$ cat src/rtl/fosu_pkg.sv
`timescale 1ns / 1ps
`default_nettype none
// ----------------------------------------------------------------------------
// fosu_pkg: shared types, constants and twiddle functions
// Holds the quarter-wave sine table, the twiddle lookups and the command and
// status structures that pass between the controller and the datapath.
// ----------------------------------------------------------------------------
package fosu_pkg;

   localparam int SampleWidth = 16;
   localparam int OutWidth    = 18;
   localparam int SpecWidth   = 40;
   localparam int AccWidth    = 64;
   localparam int ProdWidth   = SpecWidth + SampleWidth;

   localparam logic [7:0] NewLast   = 8'd191;
   localparam logic [7:0] KeepLen   = 8'd64;
   localparam logic [7:0] AdvanceBy = 8'd192;
   localparam logic [7:0] LowLast   = 8'd127;
   localparam logic [7:0] HighFirst = 8'd129;
   localparam logic [7:0] BinLast   = 8'd255;
   localparam logic [8:0] FirstOut  = 9'd64;
   localparam logic [8:0] LastOut   = 9'd447;
   localparam logic [2:0] SlotLast  = 3'd7;

   typedef logic signed [15:0] twid_type;
   typedef twid_type qsin_type [0:128];

   function automatic qsin_type build_qsin();
      qsin_type    tab;
      logic [63:0] a;
      logic [63:0] a2;
      logic [63:0] term;
      logic [63:0] pos;
      logic [63:0] neg;
      logic [63:0] val;
      for (int t = 0; t <= 128; t++) begin
         a    = (64'(t) * 64'd1686629713) / 64'd128;
         a2   = (a * a) >> 30;
         term = a;
         pos  = a;
         neg  = 64'd0;
         for (int n = 1; n <= 8; n++) begin
            term = ((term * a2) >> 30) / 64'((2 * n) * (2 * n + 1));
            if ((n % 2) == 1) begin
               neg = neg + term;
            end else begin
               pos = pos + term;
            end
         end
         val = (pos > neg) ? pos - neg : 64'd0;
         val = (val + 64'd16384) >> 15;
         if (val > 64'd32767) begin
            val = 64'd32767;
         end
         tab[t] = twid_type'(val[15:0]);
      end
      return tab;
   endfunction

   localparam qsin_type QSin = build_qsin();

   function automatic twid_type sin_lookup(input logic [8:0] idx);
      logic [7:0] ri;
      twid_type   mag;
      ri = idx[7] ? (8'd128 - {1'b0, idx[6:0]}) : {1'b0, idx[6:0]};
      mag = QSin[ri];
      return idx[8] ? -mag : mag;
   endfunction

   function automatic twid_type cos_lookup(input logic [8:0] idx);
      return sin_lookup(idx + 9'd128);
   endfunction

   typedef struct packed {
      logic       issue;
      logic       first;
      logic       last;
      logic       inv;
      logic [7:0] addr;
      logic [8:0] twid;
      logic       smp_we;
      logic [7:0] fill;
      logic [7:0] wr_k;
      logic       load_rsp;
      logic       rsp_last;
      logic       advance;
   } cmd_type;

   typedef struct packed {
      logic done;
      logic rsp_free;
   } status_type;

endpackage
`default_nettype wire

$ cat src/rtl/fosu_ctrl.sv
`timescale 1ns / 1ps
`default_nettype none
// ----------------------------------------------------------------------------
// fosu_ctrl: sequencing state machine
// Collects a window, walks the forward bins and the inverse outputs term by
// term, and hands each group of eight samples to the output register.
// ----------------------------------------------------------------------------
module fosu_ctrl (
   input  wire logic                 clock,
   input  wire logic                 reset,
   input  wire logic                 req_valid,
   output logic                      req_stall,
   output fosu_pkg::cmd_type         cmd,
   input  wire fosu_pkg::status_type status
);
   import fosu_pkg::*;

   typedef enum logic [5:0] {
      COLLECT  = 6'b000001,
      FWD_RUN  = 6'b000010,
      FWD_WAIT = 6'b000100,
      INV_RUN  = 6'b001000,
      INV_WAIT = 6'b010000,
      EMIT     = 6'b100000
   } state_type;

   state_type  state_ff, state_in;
   logic [7:0] k_ff, k_in;
   logic [7:0] n_ff, n_in;
   logic [8:0] m_ff, m_in;
   logic [8:0] phase_ff, phase_in;
   logic [7:0] fill_ff, fill_in;
   logic [8:0] jump;
   logic [7:0] k_step;

   assign jump   = {m_ff[0], 8'b0} + {m_ff[7:0], 1'b0};
   assign k_step = (k_ff == LowLast) ? HighFirst : k_ff + 8'd1;

   always_comb begin
      state_in = state_ff;
      k_in     = k_ff;
      n_in     = n_ff;
      m_in     = m_ff;
      phase_in = phase_ff;
      fill_in  = fill_ff;
      cmd      = '0;
      cmd.fill = fill_ff;
      cmd.inv  = 1'b1;
      cmd.wr_k = {5'b0, m_ff[2:0]};
      case (state_ff)
         COLLECT: begin
            if (req_valid) begin
               cmd.smp_we = 1'b1;
               if (fill_ff == NewLast) begin
                  fill_in  = 8'd0;
                  k_in     = 8'd0;
                  n_in     = 8'd0;
                  phase_in = 9'd0;
                  state_in = FWD_RUN;
               end else begin
                  fill_in = fill_ff + 8'd1;
               end
            end
         end
         FWD_RUN: begin
            cmd.inv   = 1'b0;
            cmd.wr_k  = k_ff;
            cmd.issue = 1'b1;
            cmd.first = (n_ff == 8'd0);
            cmd.last  = (n_ff == BinLast);
            cmd.addr  = n_ff;
            cmd.twid  = {phase_ff[7:0], 1'b0};
            n_in      = n_ff + 8'd1;
            phase_in  = {1'b0, phase_ff[7:0] + k_ff};
            if (n_ff == BinLast) begin
               state_in = FWD_WAIT;
            end
         end
         FWD_WAIT: begin
            cmd.inv  = 1'b0;
            cmd.wr_k = k_ff;
            if (status.done) begin
               n_in     = 8'd0;
               phase_in = 9'd0;
               if (k_ff == BinLast) begin
                  k_in     = 8'd0;
                  m_in     = FirstOut;
                  state_in = INV_RUN;
               end else begin
                  k_in     = k_step;
                  state_in = FWD_RUN;
               end
            end
         end
         INV_RUN: begin
            cmd.issue = 1'b1;
            cmd.first = (k_ff == 8'd0);
            cmd.last  = (k_ff == BinLast);
            cmd.addr  = k_ff;
            cmd.twid  = phase_ff;
            k_in      = k_step;
            phase_in  = phase_ff + ((k_ff == LowLast) ? jump : m_ff);
            if (k_ff == BinLast) begin
               state_in = INV_WAIT;
            end
         end
         INV_WAIT: begin
            if (status.done) begin
               k_in     = 8'd0;
               phase_in = 9'd0;
               if (m_ff[2:0] == SlotLast) begin
                  state_in = EMIT;
               end else begin
                  m_in     = m_ff + 9'd1;
                  state_in = INV_RUN;
               end
            end
         end
         EMIT: begin
            if (status.rsp_free) begin
               cmd.load_rsp = 1'b1;
               cmd.rsp_last = (m_ff == LastOut);
               if (m_ff == LastOut) begin
                  cmd.advance = 1'b1;
                  state_in    = COLLECT;
               end else begin
                  m_in     = m_ff + 9'd1;
                  state_in = INV_RUN;
               end
            end
         end
         default: begin
            state_in = COLLECT;
         end
      endcase
   end

   always_ff @(posedge clock) begin
      if (reset) begin
         state_ff <= COLLECT;
         k_ff     <= 8'd0;
         n_ff     <= 8'd0;
         m_ff     <= FirstOut;
         phase_ff <= 9'd0;
         fill_ff  <= 8'd0;
      end else begin
         state_ff <= state_in;
         k_ff     <= k_in;
         n_ff     <= n_in;
         m_ff     <= m_in;
         phase_ff <= phase_in;
         fill_ff  <= fill_in;
      end
   end

   assign req_stall = (state_ff != COLLECT);

`ifndef SYNTH
   a_done_in_wait: assert property (@(posedge clock) disable iff (reset)
      status.done |-> (state_ff == FWD_WAIT || state_ff == INV_WAIT))
      else $error("transform result arrived outside a wait state");
   a_load_free: assert property (@(posedge clock) disable iff (reset)
      cmd.load_rsp |-> status.rsp_free)
      else $error("output register loaded while occupied");
   a_skip_nyquist: assert property (@(posedge clock) disable iff (reset)
      (state_ff == FWD_RUN || state_ff == INV_RUN) |-> (k_ff != 8'd128))
      else $error("forward Nyquist bin was visited");
   a_advance_last: assert property (@(posedge clock) disable iff (reset)
      cmd.advance |=> (state_ff == COLLECT && fill_ff == 8'd0))
      else $error("window advanced without returning to collection");
`endif

endmodule
`default_nettype wire

$ cat config.mk
export PLATFORM = sky130hd
export DESIGN_NAME = fosu_ctrl
export DESIGN_NICKNAME = d
export VERILOG_FILES = /design/src/rtl/fosu_pkg.sv /design/src/rtl/fosu_ctrl.sv
export SDC_FILE = /design/constraint.sdc
export NUM_CORES = 1
export LEC_CHECK = 0
export ABC_AREA = 0
export BUFFER_PORTS_ARGS = -buffer_cell sky130_fd_sc_hd__buf_2
export CAP_MARGIN = 10
export CORE_MARGIN = 3
export CORE_UTILIZATION = 60
export DETAILED_ROUTE_END_ITERATION = 16
export MAX_ROUTING_LAYER = met4
export PLACE_DENSITY = 0.93
export SLEW_MARGIN = 20
export SYNTH_ARGS = -nofsm -noshare
export SYNTH_HDL_FRONTEND = slang
export SYNTH_SLANG_ARGS = --single-unit
$ cat constraint.sdc
create_clock -name clock -period 8.93 [get_ports clock]
set_clock_uncertainty 0.2 [all_clocks]
set_input_delay 0 -clock clock [delete_from_list [all_inputs] [get_ports clock]]
set_output_delay 0 -clock clock [all_outputs]
set_load 0.1 [all_outputs]
Yosys cells after proc, flatten, opt, wreduce, memory -nomap -nowiden
Cells that the tools add are included.
- register bits after elaboration: 48
- bits in latches: 0
- RAM bits: 0
- memory bits (read-only): 0
- bits of input ports: 5
- output and inout bits: 42
- word-level logic and storage cells: 92
- memories kept: 0
- add/sub/neg operators: 7
- multipliers: 0
- divide/modulo/power cells: 0
- order comparisons: 0
- equality and inequality tests: 24
- shift operators: 0
- multiplexer cells: 41
- bitwise logic cells: 0
- reduce and logical (&&, ||, !) cells: 14
- operators with widths (cell ; number):
    9-bit two-way mux ; 10
    8-bit two-way mux ; 8
    6-bit two-way mux ; 8
    6-bit one-hot mux with 6 select lines ; 1
    9-bit one-hot mux with 4 select lines ; 1
    17-bit one-hot mux with 2 select lines ; 1
    8-bit one-hot mux with 4 select lines ; 1
    9-bit one-hot mux with 3 select lines ; 1
    8-bit by 1-bit adder with 8-bit output, second input constant ; 3
    8-bit equality test, second input constant ; 3
    8-bit one-hot mux with 3 select lines ; 1
    2-bit != test, second input constant ; 10
    9-bit adder ; 2
    8-bit zero test ; 2
    7-bit AND reduction ; 2
    9-bit by 1-bit adder with 9-bit output, second input constant ; 1
    9-bit equality test, second input constant ; 1
    8-bit adder ; 1
    8-bit by 7-bit equality test with 1-bit output, second input constant ; 1
    4-bit two-way mux ; 2
    4-bit AND reduction ; 2
    4-bit nonzero test ; 2
    6-bit by 1-bit equality test with 1-bit output, second input constant ; 1
    6-bit by 2-bit equality test with 1-bit output, second input constant ; 1
    other kinds (14) ; 20

Depth between registers and ports, before layout
Gate-level depths: netlist of the first run.
- word-level depth: 5
- depth in mapped cells: 13
- mapped depth without buffers: 12

Worst setup path before layout of the first run
OpenSTA, ideal clock, no wires.
- path type: flip-flop to flip-flop
- start: register state_ff[1]
- end: register fill_ff[3]
- setup time: 0.067 ns
- data arrival time: 3.978 ns
- data required time: 8.663 ns
- slack: 4.685 ns
- stages on the path, launching flop included: 9
- buffers on the path: 2
- clock period less this slack: 4.245 ns
- cells stage by stage: dfxtp_1 > buf_6 > or4_1 > or2_1 > clkbuf_1 > nor2_1 > nand4_1 > xor2_1 > nor2_1
- word-level cells in the longest chain between the ends: 2
- RTL lines (element ; line ; RTL):
    start, declared ; fosu_ctrl.sv:27 ; state_type state_ff, state_in;
    start signal, assigned ; fosu_ctrl.sv:147 ; state_ff <= state_in;
    6-bit by 1-bit equality test with 1-bit output ; fosu_ctrl.sv:50 ; case (state_ff)
    2-bit AND reduction (no line) ; n/a ;
    end signal, assigned ; fosu_ctrl.sv:152 ; fill_ff <= fill_in;
    end, declared ; fosu_ctrl.sv:32 ; logic [7:0] fill_ff, fill_in;
No other way between the ends.
A chain may end at the register's enable or synchronous reset.

Worst setup path in the final report of the first run
- start: register k_ff[1]
- end: register phase_ff[8]
- word-level cells in the longest chain between the ends: 4
- RTL lines (element ; line ; RTL):
    start, declared ; fosu_ctrl.sv:28 ; logic [7:0] k_ff, k_in;
    start signal, assigned ; fosu_ctrl.sv:148 ; k_ff <= k_in;
    8-bit by 7-bit equality test with 1-bit output ; fosu_ctrl.sv:102 ; phase_in = phase_ff + ((k_ff == LowLast) ? jump : m_ff);
    9-bit two-way mux ; fosu_ctrl.sv:102 ;
    9-bit adder ; fosu_ctrl.sv:102 ;
    9-bit one-hot mux with 4 select lines ; fosu_ctrl.sv:50 ;
    end signal, assigned ; fosu_ctrl.sv:151 ; phase_ff <= phase_in;
    end, declared ; fosu_ctrl.sv:31 ; logic [8:0] phase_ff, phase_in;
No other way between the ends.

==> qor.yml, run 1 <==
criticalPathCategory: "reg2reg"
dr.first_iter.drc_count: 523
post_cts_buffers: 0
core_sq_um: 5610
nets: 504
synthFlopType: "dfxtp_1"
cap_violations: 0
leakage_nw: 1.74
cts.sinks: 48
io_pins: 47
vias: 3597
synth_seq_area_share_pct: 27.2
vias_per_cell: 6.58
grtUsageTotal_pct: 28.9
critPathTopFamily: "compound AO/OA/AOI/OAI gates"
ys_ff_latch: 48
diodes: 0
hold_class: "in2reg"
synthCells: 440
stdcell_count: 547
slew_headroom_pct: 55.4
worstPathMaxFanout: 12
first_global_vias: 3158
mostFrequentLayoutCell: "nor2_1"
clkLatencyLatePin_ns: 0.31
gp_congestion: 0.922
tightest_slew_ns: 0.668
slowest_delay_ns: 0.46
dp_hpwl_microns: 6710
mostFrequentLayoutCells: "nor2_1, dfxtp_1, buf_2"
htree_levels: 2
path_buf_inv: 1
async_flop_share_pct: 0
ant_nets: 0
grt_max_degree: 35
wl_per_cell_microns: 16.9
num_rows: 27
wirelength_microns: 9230
grt-ovfl-total: 0
io_buffers: 46
period_needed_ns: 3.86
powerDensity_nw_per_um2: 113
wl_met2_microns: 4440
worstPathRequired_ns: 8.90
min_period_over_period_pct: 43.2
tns_ns: 0
fp.dieW_microns: 82.8
fin_hold_ws_ns: 0.00549
synth_nets: 470
slew_violations: 0
syn2layout_area_growth_pct: 10.3
grt_pass1_wl_microns: 15100
yosys.area.top_type_share_pct: 27.2
die_h_microns: 82.8
met1_length_microns: 3890
slowest_stage: "dfxtp_1"
clk_pin_slew_ns: 0.10
fmax_mhz: 259
crit_chain: "ha_1 -> nand4_1 -> nor3_1 -> buf_4 -> mux2_2 -> fa_1 -> a21oi_1 -> o211ai_1 -> o41ai_1 -> xor2_1 -> mux2i_1 -> a21oi_1"
antenna_found_initial: 0
crit_path_frequent_cell: "a21oi_1"
clk_path_buf_depth: 2
start_util_pct: 63.1
max-vdd-ir-drop_mv: 0.0785
critPathCaptureType: "flop"
syn_area_per_cell_sq_um: 8.04
synth_edf_count: 0
synth_top_area_cell: "dfxtp_1"
final-hold-violation-count: 0
rsz0062_at_grt: "false"
syn_area_sq_um: 3540
fillCellCount: 444
synth.distinct_cells: 60
drive_gt1_share_pct: 16.0
arrival_ns: 3.83
outcome: "completed"
start_kind: "flop"
routed.top_layer: "met4"
wl_met3_microns: 680
place_inst: 536
cts_tree: "yes"
fp.dieArea_sq_um: 6850
cts_root_buf: "clkbuf_8"
synth_area_leaders: "dfxtp_1, ha_1, nor2_1, a21oi_1, xor2_1"
yosys_warnings: 0
numCtsBuffers: 5
firstDrtPassIters: 6
drt_drc_violations_left: 0
final_core_util_pct: 69.5
setup_viol: 0
-- registers in the layout, summed over array words and instances (netlist names) --
| signal | count |
|---|---|
| fill_ff | 8 |
| k_ff | 8 |
| m_ff | 9 |
| n_ff | 8 |
| phase_ff | 9 |
| state_ff | 6 |
-- cells by family after synthesis --
| logic type | Yosys count | synth area share, % |
|---|---|---|
| AO/OA/AOI/OAI | 114 | 21.9 |
| XOR/XNOR | 25 | 6.19 |
| adder cells (fa/ha/maj) | 25 | 9.27 |
| buffers and inverters | 37 | 4.42 |
| flip-flops | 48 | 27.2 |
| multiplexers | 15 | 4.53 |
| AND/OR/NAND/NOR | 176 | 26.5 |
-- worst paths after layout --
check                           cells after the start  slack [ns]                      from                  endpoint
worst max register to register                     12        5.07      k_ff[1]$_SDFFE_PP0P_  phase_ff[8]$_SDFFE_PP0P_
worst min-delay path                                2       0.005                     reset  state_ff[5]$_SDFFE_PP0P_
worst max-delay path                               12        5.07      k_ff[1]$_SDFFE_PP0P_  phase_ff[8]$_SDFFE_PP0P_
worst min register to register                      2        0.28  phase_ff[8]$_SDFFE_PP0P_  phase_ff[8]$_SDFFE_PP0P_
-- per-stage QoR --
stage / worst slack [ns] / cell area (sq um) / power [W]
after floorplan: 4.68 / 3540 / 0.000289
after global placement: 5.29 / 3770 / 0.000299
after detailed placement: 5.11 / 3770 / 0.000302
after CTS: 5.11 / 3900 / 0.000440
after global routing: 4.75 / 3900 / 0.000461
final: 5.07 / 3900 / 0.000441
-- layer usage --
layer | vias up | track usage (%)
met5 | - | -
met1 | 1693 | 36.6
met2 | 175 | 47.8
met3 | 29 | 4.34
met4 | 0 | 8.33
li1 | 1700 | -
-- final cells by class --
class	instances	area [sq um]	share of cell area, %
repair buffers	52	283	7.25
well taps	72	90.1	2.31
clock buffers	6	82.6	2.12
flip-flops and latches	48	961	24.6
inverters	12	45.0	1.16
multi-input cells	355	2420	62.2
clock inverters	2	13.8	0.353
-- cells in the mapped netlist (3+ instances only) --
cell type,n
mux2i_1,7
and3_1,14
dfxtp_1,48
nor2_1,49
a21o_1,5
nor2b_1,4
nand3_1,15
mux2_2,8
ha_1,23
buf_2,5
nor3_1,16
nor3b_1,3
o211ai_1,4
a211oi_1,3
or4_1,4
nand4b_1,3
xor2_1,15
nand2b_1,6
nand2_1,29
a31oi_1,3
xnor2_1,10
a22o_1,13
o21ai_0,23
a222oi_1,6
and2_1,3
a32o_1,4
or3_1,4
nand4_1,8
inv_1,12
a21oi_1,31
clkbuf_1,18
-- power by group --
group,switching [W],internal (W)
Sequential,0.00000597,0.000217
Combinational,0.0000590,0.0000173
Clock,0.0000783,0.0000635
Total,0.000143,0.000298
-- repair_timing --
action,CTS,global route
endpoints found under the hold margin,6,0
resized for setup,0,0
hold buffers,3,0
No activity file was read; power rests on OpenSTA's default activity.
==> run 2, diff against run 1 <==
--- a/config.mk
+++ b/config.mk
@@ -9,10 +9,10 @@
 export BUFFER_PORTS_ARGS = -buffer_cell sky130_fd_sc_hd__buf_2
 export CAP_MARGIN = 10
 export CORE_MARGIN = 3
-export CORE_UTILIZATION = 60
+export CORE_UTILIZATION = 53
 export DETAILED_ROUTE_END_ITERATION = 16
 export MAX_ROUTING_LAYER = met4
-export PLACE_DENSITY = 0.93
+export PLACE_DENSITY = 0.87
 export SLEW_MARGIN = 20
 export SYNTH_ARGS = -nofsm -noshare
 export SYNTH_HDL_FRONTEND = slang
==> constraint.sdc (replaced) <==
create_clock -name clock -period 3.5 [get_ports clock]
set_clock_uncertainty 0.2 [all_clocks]
set_input_delay 0 -clock clock [delete_from_list [all_inputs] [get_ports clock]]
set_output_delay 0 -clock clock [all_outputs]
set_load 0.1 [all_outputs]
==> run 2 against run 1 <==
Compared with the run above:
- total power rose to 2.5 times the previous value
- clock power rose by 150%
- die area grew 12%
- sequential share of layout area decreased by 0.70 points
- non-clock buffer count grew 9
- sequential cell count stayed put
- register-to-register slack worse by 4.9 ns
- combinational power increased to 2.6 times the previous value
- critical path type unchanged
==> qor.yml, run 2 (synthesized netlist as in run 1, its figures left out) <==
cts_root_buf: "clkbuf_8"  # unchanged
first_global_vias: 3422  # was 3158
firstDrtPassIters: 6  # unchanged
combPwrFrac_pct: 17.8  # was 17.3%
die_h_microns: 87.7  # was 82.8 microns
wirelength_microns: 9610  # was 9230 microns
vias_per_cell: 6.45  # was 6.58
start_util_pct: 55.1  # was 63.1%
top_regs: "m_ff x9, phase_ff x9"  # unchanged
place_area_sq_um: 3860  # was 3770 sq um
final-hold-violation-count: 0  # unchanged
crit_start: "k_ff[0]$_SDFFE_PP0P_"  # was k_ff[1]$_SDFFE_PP0P_
leakage_nw: 1.80  # was 1.74 nW
start_kind: "flop"  # unchanged
drive_gt1_share_pct: 19.0  # was 16.0%
numCtsBuffers: 5  # unchanged
hp-start: "reset"  # unchanged
fp.dieArea_sq_um: 7690  # was 6850 sq um
tightest_slew_ns: 0.712  # was 0.668 ns
power_frac_seq_pct: 50.6  # was 50.5%
fmax_mhz: 300  # was 259 MHz
finalInstanceArea_sq_um: 4020  # was 3900 sq um
mostFrequentLayoutCell: "nor2_1"  # unchanged
outcome: "completed"  # unchanged
diodes: 0  # unchanged
power_switching_w: 0.000361  # was 0.000143 W
dp_hpwl_microns: 6890  # was 6710 microns
critPathCaptureType: "flop"  # unchanged
max-vdd-ir-drop_mv: 0.144  # was 0.0785 mV
slew_headroom_pct: 52.5  # was 55.4%
mostFrequentLayoutCells: "nor2_1, dfxtp_1, buf_2"  # unchanged
reg2reg_setup_slack_ns: 0.17  # was 5.07 ns
core_sq_um: 6420  # was 5610 sq um
clk_pin_slew_ns: 0.09  # was 0.10 ns
powerDensity_nw_per_um2: 279  # was 113 nW/um^2
nets: 513  # was 504
clkLatencyLatePin_ns: 0.31  # about the same
drt_drc_violations_left: 0  # unchanged
vias: 3620  # was 3597
cts.sinks: 48  # unchanged
grt_max_degree: 35  # unchanged
min_period_over_period_pct: 95.1  # was 43.2%
total_power_w: 0.00112  # was 0.000441 W
pre_cts_ws_ns: 0.0240  # was 5.11 ns
period_needed_ns: 3.33  # was 3.86 ns
antenna_found_initial: 0  # unchanged
worstPathMaxFanout: 8  # was 12
p_int_w: 0.000761  # was 0.000298 W
r2r-start: "k_ff[0]$_SDFFE_PP0P_"  # was k_ff[1]$_SDFFE_PP0P_
io_buffers: 46  # unchanged
htree_levels: 2  # unchanged
syn2layout_area_growth_pct: 13.6  # was 10.3%
arrival_ns: 3.30  # was 3.83 ns
hold_class: "in2reg"  # unchanged
wl_per_cell_microns: 17.1  # was 16.9 microns
cts_tree: "yes"  # unchanged
ant_nets: 0  # unchanged
tns_ns: 0  # unchanged
clk_path_buf_depth: 2  # unchanged
worst_slack_ns: 0.170  # was 5.07 ns
num_rows: 29  # was 27
pwr-share-clk_pct: 31.6  # was 32.2%
grtUsageTotal_pct: 26.2  # was 28.9%
gp_congestion: 0.943  # was 0.922
dr.first_iter.drc_count: 428  # was 523
slew_violations: 0  # unchanged
setup_viol: 0  # unchanged
io_pins: 47  # unchanged
criticalPathCategory: "reg2reg"  # unchanged
grt_pass1_wl_microns: 15900  # was 15100 microns
grt-ovfl-total: 0  # unchanged
worstPathRequired_ns: 3.47  # was 8.90 ns
swShare_pct: 32.2  # was 32.5%
cap_violations: 0  # unchanged
fp.dieW_microns: 87.7  # was 82.8 microns
-- run 2: what timing repair did --
item,4_1_cts,5_1_grt
buffers inserted,0,0
endpoints found under the hold margin,7,0
setup endpoints to repair,0,2
resized for setup,0,8
hold buffers,3,0
-- run 2: worst paths after layout --
| check | to | depth (start not counted) |
|---|---|---|
| min | fill_ff[6]$_SDFFE_PP0P_ | 2 |
| min reg2reg | phase_ff[8]$_SDFFE_PP0P_ | 2 |
| max reg2reg | phase_ff[7]$_SDFFE_PP0P_ | 12 |
| max | phase_ff[7]$_SDFFE_PP0P_ | 12 |
-- run 2: cell type report --
class	instances	area (sq um)
Clock buffer	7	86.3
Clock inverter	1	7.51
Fill cell	566	2400
Inverter	12	45.0
Multi-Input combinational cell	355	2470
Sequential cell	48	962
Tap cell	77	96.3
Timing Repair Buffer	61	354
-- run 2: power by group through the flow --
stage	clock network, W	logic, W	registers, W
2_1_floorplan	0	0.000130	0.000609
3_3_place_gp	0	0.000191	0.000580
3_5_place_dp	0	0.000194	0.000580
4_1_cts	0.000352	0.000197	0.000567
5_1_grt	0.000374	0.000211	0.000569
6_report	0.000354	0.000200	0.000568
-- run 2: per-stage QoR --
stage,std cells,utilization [%],hold WS (ns)
global placement,550,60.1,0.178
global route,561,62.6,0.0389
detailed placement,550,60.1,0.172
floorplan,440,-,-0.0444
finish,561,62.6,0.0343
CTS,561,62.0,0.0228
-- run 2: per-layer routing --
metal  track usage, %  vias up  routed length, microns
met3             3.39       24                     707
met2             42.1      183                    4580
met1             33.1     1697                    4130
met5                -        -                       0
li1                 -     1716                       -
met4             10.6        0                     195
-- run 2: critical path, cell delays in order, from the launching register on --
cell and delay (ns):
dfxtp_2 0.38, ha_2 0.22, nand4_1 0.17, nor3_4 0.28, buf_6 0.18, mux2_2 0.36, ha_1 0.32, a211oi_1 0.26
a21oi_1 0.15, o41ai_2 0.28, xnor2_1 0.11, a22oi_1 0.21, a21oi_1 0.09
==> run 3, diff against run 2 <==
--- a/config.mk
+++ b/config.mk
@@ -5,14 +5,14 @@
 export SDC_FILE = /design/constraint.sdc
 export NUM_CORES = 1
 export LEC_CHECK = 0
-export ABC_AREA = 0
+export ABC_AREA = 1
 export BUFFER_PORTS_ARGS = -buffer_cell sky130_fd_sc_hd__buf_2
 export CAP_MARGIN = 10
 export CORE_MARGIN = 3
-export CORE_UTILIZATION = 53
+export CORE_UTILIZATION = 54
 export DETAILED_ROUTE_END_ITERATION = 16
 export MAX_ROUTING_LAYER = met4
-export PLACE_DENSITY = 0.87
+export PLACE_DENSITY = 0.88
 export SLEW_MARGIN = 20
 export SYNTH_ARGS = -nofsm -noshare
 export SYNTH_HDL_FRONTEND = slang
==> run 3 against run 2 <==
Compared with the run above:
- critical path depth is 3 higher
- non-clock buffer count decreased by 10
- worst setup slack improved by 0.29 ns
- utilization increased by 0.63 points
- sequential cell count is the same
- total power up 98%
- synthesized cell count grew 45%
- first-iteration DRC count shrank 6.5%
- largest power group is now combinational cells
- via count is 22% higher
==> qor.yml, run 3 <==
clk_path_buf_depth: 2  # unchanged
syn_area_sq_um: 4030  # was 3540 sq um
gp_congestion: 0.953  # was 0.943
fp.dieW_microns: 92.4  # was 87.7 microns
hold_class: "in2reg"  # unchanged
synth_seq_area_share_pct: 23.8  # was 27.2%
htree_levels: 2  # unchanged
synthFlopType: "dfxtp_1"  # unchanged
firstDrtPassIters: 6  # unchanged
synth_xor_area_share_pct: 1.52  # was 6.19%
core_sq_um: 7020  # was 6420 sq um
clk_pin_slew_ns: 0.10  # was 0.09 ns
combPwrFrac_pct: 53.3  # was 17.8%
final_core_util_pct: 63.2  # was 62.6%
ys_top_cells_by_count: "nand2_1, inv_1, a21oi_1"  # was nor2_1, dfxtp_1, a21oi_1
synth_area_leaders: "dfxtp_1, nand2_1, inv_1, a21oi_1, nand3_1"  # was dfxtp_1, ha_1, nor2_1, a21oi_1, xor2_1
grtUsageTotal_pct: 27.5  # was 26.2%
cts_tree: "yes"  # unchanged
worstPathMaxFanout: 7  # was 8
mostFrequentLayoutCell: "nand2_1"  # was nor2_1
grt-ovfl-total: 0  # unchanged
syn_area_per_cell_sq_um: 6.33  # was 8.04 sq um
io_pins: 47  # unchanged
ys_ff_latch: 48  # unchanged
cts.sinks: 48  # unchanged
arrival_ns: 3.08  # was 3.30 ns
critPathCaptureType: "flop"  # unchanged
synthCells: 637  # was 440
fin_hold_ws_ns: 0.0139  # was 0.0343 ns
tightest_slew_ns: 0.697  # was 0.712 ns
wirelength_microns: 11400  # was 9610 microns
swShare_pct: 51.8  # was 32.2%
powerDensity_nw_per_um2: 500  # was 279 nW/um^2
outcome: "completed"  # unchanged
final-hold-violation-count: 0  # unchanged
start_util_pct: 57.4  # was 55.1%
drt_drc_violations_left: 0  # unchanged
diodes: 0  # unchanged
yosys.area.top_type_share_pct: 23.8  # was 27.2%
max-vdd-ir-drop_mv: 0.573  # was 0.144 mV
setup_viol: 0  # unchanged
mostFrequentLayoutCells: "nand2_1, inv_1, a21oi_1"  # was nor2_1, dfxtp_1, buf_2
wl_per_cell_microns: 14.6  # was 17.1 microns
synth-adder-area-share_pct: 8.13  # was 9.27%
synth_compound_area_share_pct: 14.2  # was 21.9%
min_period_over_period_pct: 87.0  # was 95.1%
async_flop_share_pct: 0  # unchanged
ant_nets: 0  # unchanged
io_buffers: 46  # unchanged
grt_pass1_wl_microns: 18700  # was 15900 microns
slew_violations: 0  # unchanged
tns_ns: 0  # unchanged
synth_top_area_cell: "dfxtp_1"  # unchanged
drive_gt1_share_pct: 14.9  # was 19.0%
dp_hpwl_microns: 8630  # was 6890 microns
fmax_mhz: 328  # was 300 MHz
cap_violations: 0  # unchanged
nets: 710  # was 513
numCtsBuffers: 5  # unchanged
synth.distinct_cells: 43  # was 60
start_kind: "flop"  # unchanged
synth_edf_count: 0  # unchanged
grt_max_degree: 34  # was 35
antenna_found_initial: 0  # unchanged
synth_top_family_by_area: "simple AND/OR/NAND/NOR gates"  # unchanged
power_frac_seq_pct: 29.9  # was 50.6%
p_int_w: 0.00107  # was 0.000761 W
yosys_warnings: 0  # unchanged
first_global_vias: 4109  # was 3422
cts_root_buf: "clkbuf_8"  # unchanged
fp.dieArea_sq_um: 8540  # was 7690 sq um
post-synth-top-count-cell: "nand2_1"  # was nor2_1
synth_nets: 667  # was 470
power_switching_w: 0.00115  # was 0.000361 W
worstPathRequired_ns: 3.53  # was 3.47 ns
vias_per_cell: 5.69  # was 6.45
slew_headroom_pct: 53.5  # was 52.5%
rsz0062_at_grt: "false"
period_needed_ns: 3.04  # was 3.33 ns
num_rows: 30  # was 29
yosys.area_share.simple_pct: 41.4  # was 26.5%
reg2reg_setup_slack_ns: 0.46  # was 0.17 ns
clkLatencyLatePin_ns: 0.31  # about the same
dr.first_iter.drc_count: 400  # was 428
die_h_microns: 92.4  # was 87.7 microns
vias: 4419  # was 3620
syn2layout_area_growth_pct: 10.0  # was 13.6%
criticalPathCategory: "reg2reg"  # unchanged
post_synth_mux_area_share_pct: 0  # was 4.53%
leakage_nw: 2.24  # was 1.80 nW
top_regs: "m_ff x9, phase_ff x9"  # unchanged
pwr-share-clk_pct: 16.8  # was 31.6%
-- run 3: timing repair --
item,CTS,global route
gates resized for setup,0,0
setup buffers,0,0
setup endpoints to repair,0,0
hold buffers,3,0
endpoints found under the hold margin,11,0
-- run 3: path summary, 6_finish.rpt --
| check | to | from | depth (start not counted) |
|---|---|---|---|
| setup / recovery | phase_ff[8]$_SDFFE_PP0P_ | k_ff[0]$_SDFFE_PP0P_ | 15 |
| hold / removal | phase_ff[0]$_SDFFE_PP0P_ | reset | 2 |
| setup reg to reg | phase_ff[8]$_SDFFE_PP0P_ | k_ff[0]$_SDFFE_PP0P_ | 15 |
| hold reg to reg | m_ff[3]$_SDFFE_PP0P_ | m_ff[3]$_SDFFE_PP0P_ | 2 |
-- run 3: final cells by class --
class                      instances  area, sq um
inverter                          93          352
multi-input combinational        481         2630
timing repair buffer              51          275
clock buffer                       7         96.3
tap                               96          120
sequential                        48          961
fill                             676         2580
-- run 3: cells by family after synthesis --
| logic type | after synthesis |
|---|---|
| AOI/OAI and AO/OA | 104 |
| xor gates and xnor gates | 7 |
| adders and majority gates | 25 |
| buffers and inverters | 108 |
| DFF | 48 |
| and+or+nand+nor | 345 |
-- run 3: per-layer routing --
layer	share of wire, %	GRT usage [%]	wire [microns]	vias up
met5	0	-	0	-
met4	2.1	9.16	235	0
met3	7.3	3.41	824	26
met2	49	48.0	5610	189
met1	41	32.6	4690	2044
li1	-	-	-	2160
-- run 3: per-stage QoR --
| step | setup WS [ns] | cells | total power [W] | area (sq um) |
|---|---|---|---|---|
| after floorplan | 0.0693 | 637 | 0.00161 | 4030 |
| after CTS | 0.497 | 776 | 0.00220 | 4440 |
| final | 0.455 | 776 | 0.00222 | 4440 |
| after detailed placement | 0.536 | 766 | 0.00183 | 4310 |
| after global placement | 0.675 | 766 | 0.00181 | 4310 |
| after global routing | 0.126 | 776 | 0.00234 | 4440 |
-- run 3: worst max-delay path, stage by stage (launching register included) --
cell and delay, ns:
dfxtp_1 0.47, ha_1 0.25, nand3_2 0.13, nor2_4 0.14
nand2_1 0.10, nor2_1 0.19, nor2_1 0.07, ha_1 0.23
fa_1 0.44, nand3_1 0.09, nand2_1 0.08, a21oi_1 0.20
inv_1 0.07, nand3_1 0.09, nand3_1 0.08, a21oi_1 0.14
-- run 3: power by group through the flow --
stage	logic, W	registers, W	clock network, W
global placement	0.00114	0.000668	0
detailed placement	0.00116	0.000674	0
finish	0.00118	0.000664	0.000372
global route	0.00128	0.000669	0.000392
floorplan	0.000890	0.000724	0
CTS	0.00117	0.000661	0.000374
